`config.mk`:
```
export PLATFORM = sky130hd
export DESIGN_NAME = lc_cell
export DESIGN_NICKNAME = d
export VERILOG_FILES = /design/src/rtl/core/lc_pkg.sv /design/src/rtl/core/lc_cell.sv
export SDC_FILE = /design/constraint.sdc
export NUM_CORES = 1
export LEC_CHECK = 0
export CORE_UTILIZATION = 40
export DETAILED_ROUTE_END_ITERATION = 6
export DONT_BUFFER_PORTS = 1
export GPL_TIMING_DRIVEN = 0
export HOLD_SLACK_MARGIN = 0.12
export SLEW_MARGIN = 20
export SYNTH_ARGS = -nofsm -noshare
export SYNTH_HDL_FRONTEND = slang
export SYNTH_SLANG_ARGS = --single-unit
```
`constraint.sdc`:
```
create_clock -name clk -period 7.29 [get_ports clk]
set_input_delay 0.729 -clock clk [delete_from_list [all_inputs] [get_ports clk]]
set_output_delay 0.729 -clock clk [all_outputs]
set_load 0.02 [all_outputs]
```
`src/rtl/core/lc_pkg.sv`:
```
`timescale 1ns / 1ps
// lc_pkg: shared constants and types for the linear convolution block.
// No dependencies; used by the interfaces, the cell and the top level.
package lc_pkg;

  localparam int MAX_LEN  = 32;
  localparam int SAMPLE_W = 16;

  localparam int PROD_W   = 2 * SAMPLE_W;
  // worst case: MAX_LEN products of magnitude 2^(2*SAMPLE_W-2); the signed
  // product width already carries the sign, so log2(MAX_LEN) more bits suffice
  localparam int VALUE_W  = PROD_W + $clog2(MAX_LEN);
  localparam int CNT_W    = $clog2(MAX_LEN + 1);
  localparam int INDEX_W  = $clog2(2 * MAX_LEN - 1);

  localparam logic CMD_LOAD_A = 1'b0;
  localparam logic CMD_LOAD_B = 1'b1;

  // per-cell control, driven by the top level
  typedef struct packed {
    logic load_a;   // write sample into this cell's first-sequence slot
    logic load_b;   // write sample into this cell's second-sequence slot
    logic advance;  // one step of the convolution chain
    logic first;    // first step of a run: ignore neighbor's partial sum
    logic active;   // cell index is below the first-sequence length
  } lc_cell_ctl_t;

endpackage

```
`src/rtl/core/lc_cell.sv`:
```
`timescale 1ns / 1ps
// lc_cell: one tap of the transposed convolution chain.
// Holds one sample of each sequence and one partial sum. Depends on lc_pkg.
module lc_cell (
  input  logic                                clk,
  input  lc_pkg::lc_cell_ctl_t                ctl,
  input  logic signed [lc_pkg::SAMPLE_W-1:0]  sample,
  input  logic signed [lc_pkg::SAMPLE_W-1:0]  x,
  input  logic signed [lc_pkg::SAMPLE_W-1:0]  b_in,
  input  logic signed [lc_pkg::VALUE_W-1:0]   s_in,
  output logic signed [lc_pkg::SAMPLE_W-1:0]  b_out,
  output logic signed [lc_pkg::VALUE_W-1:0]   s_out
);

  logic signed [lc_pkg::SAMPLE_W-1:0] a_r;
  logic signed [lc_pkg::SAMPLE_W-1:0] b_r;
  logic signed [lc_pkg::VALUE_W-1:0]  s_r;
  logic signed [lc_pkg::PROD_W-1:0]   mult;
  logic signed [lc_pkg::PROD_W-1:0]   prod;
  logic signed [lc_pkg::VALUE_W-1:0]  s_nxt;

  assign mult  = a_r * x;  // both operands signed: sign-extended multiply
  assign prod  = ctl.active ? mult : '0;
  assign s_nxt = lc_pkg::VALUE_W'(prod) + (ctl.first ? '0 : s_in);

  always_ff @(posedge clk) begin
    if (ctl.load_a) begin
      a_r <= sample;
    end
    if (ctl.load_b) begin
      b_r <= sample;
    end else if (ctl.advance) begin
      b_r <= b_in;  // second sequence walks toward cell 0
    end
    if (ctl.advance) begin
      s_r <= s_nxt;
    end
  end

  assign b_out = b_r;
  assign s_out = s_r;

endmodule

```
==> impl_metrics.yaml, run 1 <==
outcome:
  status: "finished, violations left"
  violations: "negative setup slack"
yosys:
  syn_inst: 1502
  ys_types: 60
  synth_area_leader_cell: "fa_1"
  ys_seq_elements: 69
  syn-num-nets: 1974
  ys.warnings.count: 0
  synthArstFlopShare_pct: 0
  synth_area_leaders: "fa_1, edfxtp_1, ha_1"
  synth_edf_count: 69
  synthFlopType: "edfxtp_1"
  synth_top_area_share_pct: 36.8
  avgSynthCellArea_sq_um: 9.52
  seq_area_frac_synth_pct: 14.5
  synth_common_cells: "inv_1, fa_1, nand2_1"
  syn_area_sq_mm: 0.0143
  synth.most_common_cell: "inv_1"
drt:
  wl_met1_mm: 15.8
  wl_met3_mm: 2.88
  vias_per_cell: 5.22
  num_vias: 10937
  highest_layer: "met4"
  drtIter0Drc: 579
  antenna_left: 0
  drt-total-wl_mm: 40.1
  wl_met2_mm: 20.1
  dr.pass1.iters: 5
  wl_per_cell_um: 19.1
  drcViolationCount: 0
sta:
  maxSlewViolCount: 0
  fin_skew_ns: 0.0137
  setup_ws_ns: -0.538
  slew_headroom_pct: 54.7
  finalHoldViolCount: 0
  setup_viol: 13
  worst_pin_slew_ns: 0.679
  min_period_over_period_pct: 107
  layout_min_cycle_time_ns: 7.83
  rsz0062_at_grt: "true"
  fmaxAchievable_mhz: 128
worst_setup_path:
  crit_path_start_kind: "register"
  slowest_stage: "fa_1"
  crit_required_ns: 7.39
  critPathMaxFanout: 6
  cp-end-kind: "register"
  crit_path_max_incr_delay_ns: 0.55
  crit_top_cell: "fa_1"
  arrival_ns: 7.93
  worstSetupPathType: "register to register"
clock_network:
  clock_latency_ns: 0.36
  clock-root-buffer: "clkbuf_16"
  path_clk_slew_ns: 0.07
  cts_tree: "yes"
  cts_buffer_depth: 2
  cts_sinks: 69
  htreeDepth: 3
  numCtsBuffers: 9
grt:
  grt_pass1_wl_mm: 61.9
  grt_pass1_vias: 11547
  antenna_found_initial: 3
  grt_max_degree: 39
  grt_usage_pct: 22.5
  overflow: 0
floorplanning:
  initial_core_util_pct: 41.0
  row_count: 68
  core_area_sq_mm: 0.0349
  boundaryPins: 144
  die_h_um: 191
  fp.dieW_um: 191
  fp.dieArea_sq_mm: 0.0365
placed_design:
  place_congestion: 0.935
  dp.cells: 1957
  portBuffers: 0
  pre_cts_ws_ns: -1.31
  hpwl_mm: 31.1
run:
  maxCapViolCount: 0
cells_and_area:
  finish.utilization_pct: 49.5
  syn2layout_area_growth_pct: 20.8
  stdcell_count: 2097
  final_net_count: 2105
  fillers: 3218
  drive_gt1_share_pct: 21.6
hold_path:
  min_path_type: "primary input to register"
==> area by class of cell <==
| cell class | instances | area, sq um | area share [%] |
|---|---|---|---|
| multi-input combinational | 1084 | 11700 | 67.9 |
| timing repair buffer | 124 | 1100 | 6.36 |
| antenna | 4 | 10.0 | 0.0580 |
| sequential | 69 | 2070 | 12.0 |
| inverter | 303 | 1140 | 6.60 |
| clock inverter | 6 | 87.6 | 0.507 |
| buffer | 42 | 339 | 1.96 |
| tap | 455 | 569 | 3.30 |
| clock buffer | 10 | 229 | 1.33 |
==> worst paths after layout <==
check | startpoint | endpoint | slack (ns) | cells past startpoint
worst max-delay path | a_r[11] | s_out[35] | -0.54 | 30
worst min-delay path | sample[11] | a_r[11] | 0.46 | 0
worst max register to register | a_r[11] | s_out[35] | -0.54 | 30
worst min register to register | a_r[0] | s_out[0] | 1.10 | 3
==> stage by stage <==
step           cell area [sq um]  setup TNS (ns)  hold slack, ns
2_1_floorplan              14500          -0.653           0.752
3_3_place_gp               15100          -14.94           0.828
3_5_place_dp               15100          -15.74           0.828
4_1_cts                    16600           -2.63           0.440
5_1_grt                    17300           -7.84           0.444
6_report                   17300           -4.07           0.457
==> metal layers <==
metal	global-route usage, %	vias up
met2	38.6	309
met1	27.4	5568
met5	0	-
li1	-	4985
met4	7.20	0
met3	6.02	75
==> timing repair <==
item	4_1_cts	5_1_grt
pin swaps	95	104
cloned	1	0
hold buffers	0	0
buffers inserted	82	41
setup endpoints to repair	21	21
resized for setup	129	110
==> cells by family (layout without fill, tap and decap cells) <==
logic type	Yosys count	in the layout	share of synthesized area, %
and+or+nand+nor	456	456	16.3
adders and majority gates	381	381	47.1
buffers and inverters	349	485	9.18
AOI/OAI and AO/OA	173	173	7.94
DFF	69	69	14.5
xor gates and xnor gates	52	52	3.28
muxes	22	22	1.68
other	0	4	0
==> sequential cells by signal, indices dropped and copies added (netlist names) <==
register  count
a_r          16
s_out        37
b_out        16
==> cells in the final DEF (no fill, tap or decap), types with 7 or more instances in the layout <==
cell and instances:
clkbuf_16 10, nand2b_1 13, and2_1 122, xnor2_1 35, clkbuf_8 8, mux2_2 16, xor2_1 15, ha_1 98
nand3_1 9, and2_4 9, nor2b_1 41, nand2_1 139, a21o_1 25, fa_2 21, ha_4 16, buf_6 26
nor2_1 50, nand2_2 9, clkbuf_1 9, inv_2 23, o211ai_1 8, clkbuf_4 7, fa_1 242, a21oi_1 27
o21a_1 9, edfxtp_1 69, a21oi_2 17, o21ai_0 18, inv_1 279, clkbuf_2 12, nor3_1 11, buf_4 93
==> critical path: cells and delay by family (launching register included) <==
| family | cells | cell delay [ns] |
|---|---|---|
| AO/OA/AOI/OAI | 10 | 1.87 |
| XOR/XNOR | 1 | 0.11 |
| adder cells (fa/ha/maj) | 8 | 3.72 |
| buffers and inverters | 6 | 0.60 |
| flip-flops | 1 | 0.50 |
| multiplexers | 1 | 0.19 |
| AND/OR/NAND/NOR | 4 | 0.55 |
Power of run 1 is left out: the tool's default activity adds up to more than one toggle a clock period on the data nets, which glitch-free logic cannot reach.
==> run 2: changes to the inputs <==
--- a/config.mk
+++ b/config.mk
@@ -10,6 +10,7 @@
 export DONT_BUFFER_PORTS = 1
 export GPL_TIMING_DRIVEN = 0
 export HOLD_SLACK_MARGIN = 0.12
+export MAX_ROUTING_LAYER = met4
 export SLEW_MARGIN = 20
 export SYNTH_ARGS = -nofsm -noshare
 export SYNTH_HDL_FRONTEND = slang
==> impl_metrics.yaml, run 2 (synthesis results as in run 1) <==
placed_design:
  place_congestion: 0.939
  portBuffers: 0
  dp.cells: 1957
  pre_cts_ws_ns: -1.22
  hpwl_mm: 30.8
drt:
  num_vias: 10889
  drtIter0Drc: 546
  drcViolationCount: 2
  drt-total-wl_mm: 40.1
  antenna_left: 0
  dr.pass1.iters: 7
  wl_per_cell_um: 19.1
  vias_per_cell: 5.19
floorplanning:
  initial_core_util_pct: 41.0
  fp.dieW_um: 191
  core_area_sq_mm: 0.0349
  fp.dieArea_sq_mm: 0.0365
  row_count: 68
  die_h_um: 191
  boundaryPins: 144
cells_and_area:
  stdcell_count: 2098
  drive_gt1_share_pct: 21.2
  largest_register_ffs: 37
  syn2layout_area_growth_pct: 21.1
  multi_input_area_sq_mm: 0.0118
  regArea_sq_mm: 0.00207
  fillers: 3227
  layout_commonest_cell: "inv_1"
  final_cell_mix: "inv_1, fa_1, nand2_1"
  final_net_count: 2106
  finish.utilization_pct: 49.7
worst_setup_path:
  reg2regPathDepth: 30
  crit_top_cell: "fa_1"
  regToRegSetupSlack_ns: -0.58
  crit_path_start_kind: "register"
  reg2reg_to: "s_out[35]"
  critPathMaxFanout: 5
  slowest_stage: "fa_1"
  cp-end-kind: "register"
  crit_path_max_incr_delay_ns: 0.61
  crit_required_ns: 7.39
  arrival_ns: 7.97
  timing.rr.start: "a_r[11]"
  worstSetupPathType: "register to register"
outcome:
  violations: "design-rule violations, negative setup slack"
  status: "finished, violations left"
clock_network:
  numCtsBuffers: 9
  clock-root-buffer: "clkbuf_16"
  path_clk_slew_ns: 0.07
  cts_sinks: 69
  htreeDepth: 3
  cts_buffer_depth: 2
  cts_tree: "yes"
  clock_latency_ns: 0.36
sta:
  slew_headroom_pct: 50.5
  min_period_over_period_pct: 108
  fin_skew_ns: 0.0141
  setup_viol: 13
  fmaxAchievable_mhz: 127
  layout_min_cycle_time_ns: 7.87
  maxSlewViolCount: 0
  finalHoldViolCount: 0
  setup_ws_ns: -0.583
  worst_pin_slew_ns: 0.742
  rsz0062_at_grt: "true"
hold_path:
  min_from: "sample[6]"
  hold_end: "a_r[6]"
  min_path_type: "primary input to register"
  min_delay_path_depth: 0
grt:
  grt_pass1_vias: 11448
  antenna_found_initial: 3
  grt_usage_pct: 23.1
  grt_max_degree: 39
  grt_pass1_wl_mm: 61.6
  overflow: 0
run:
  maxCapViolCount: 0
[run 2: changes by cell type in the layout (fill, tap and decap cells not counted), moves of 6 or more]
cell   before  now
fa_1      242  249
inv_1     279  285
inv_2      23   16
ha_1       98   91
fa_2       21   14
[run 2: stage by stage]
stage          hold slack [ns]  instance area [sq um]  setup TNS [ns]
3_5_place_dp             0.828                  15100          -14.45
3_3_place_gp             0.828                  15100          -14.43
5_1_grt                  0.444                  17300           -7.45
4_1_cts                  0.445                  16600           -2.21
6_report                 0.463                  17300           -4.19
2_1_floorplan            0.752                  14500          -0.653
[run 2: repair_timing]
| item | 4_1_cts | 5_1_grt |
|---|---|---|
| setup buffers | 77 | 48 |
| cloned | 3 | 0 |
| gates resized for setup | 139 | 102 |
| setup endpoints to repair | 21 | 21 |
| pin swaps | 73 | 63 |
| hold buffers | 0 | 0 |
[run 2: critical path: cells and delay by family, from the launching register on]
family / cells / cell delay (ns)
adders and majority gates: 8 / 3.72
xor gates and xnor gates: 1 / 0.10
AOI/OAI and AO/OA: 10 / 1.89
DFF: 1 / 0.55
buffers and inverters: 6 / 0.58
muxes: 1 / 0.20
and+or+nand+nor: 4 / 0.56
[run 2: cell type report]
class	instances	area share (%)
diodes	4	0.0578
plain buffers	42	1.86
clock buffers	10	1.32
clock inverters	6	0.498
inverters	303	6.59
multi-input cells	1084	68.2
flip-flops and latches	69	12.0
well taps	455	3.29
repair buffers	125	6.23
[run 2: layer usage]
metal  vias to the layer above  track usage, %  part of all wire [%]
met5                         -               -                     0
met4                         0            5.59                   2.0
met3                        51            4.37                   5.7
met2                       268            39.2                    51
met1                      5580            28.3                    41
li1                       4990               -                     -
[run 2: how the worst max path moves through the flow]
stage	from	to	slack, ns	depth (start not counted)
after floorplan	x[4]	s_out[36]	-0.24	32
after global placement	a_r[7]	s_out[36]	-1.23	32
after detailed placement	a_r[7]	s_out[36]	-1.22	32
after CTS	a_r[15]	s_out[36]	-0.43	26
after global routing	a_r[15]	s_out[35]	-0.86	26
final	a_r[11]	s_out[35]	-0.58	30
Power of run 2 is left out for the same reason.
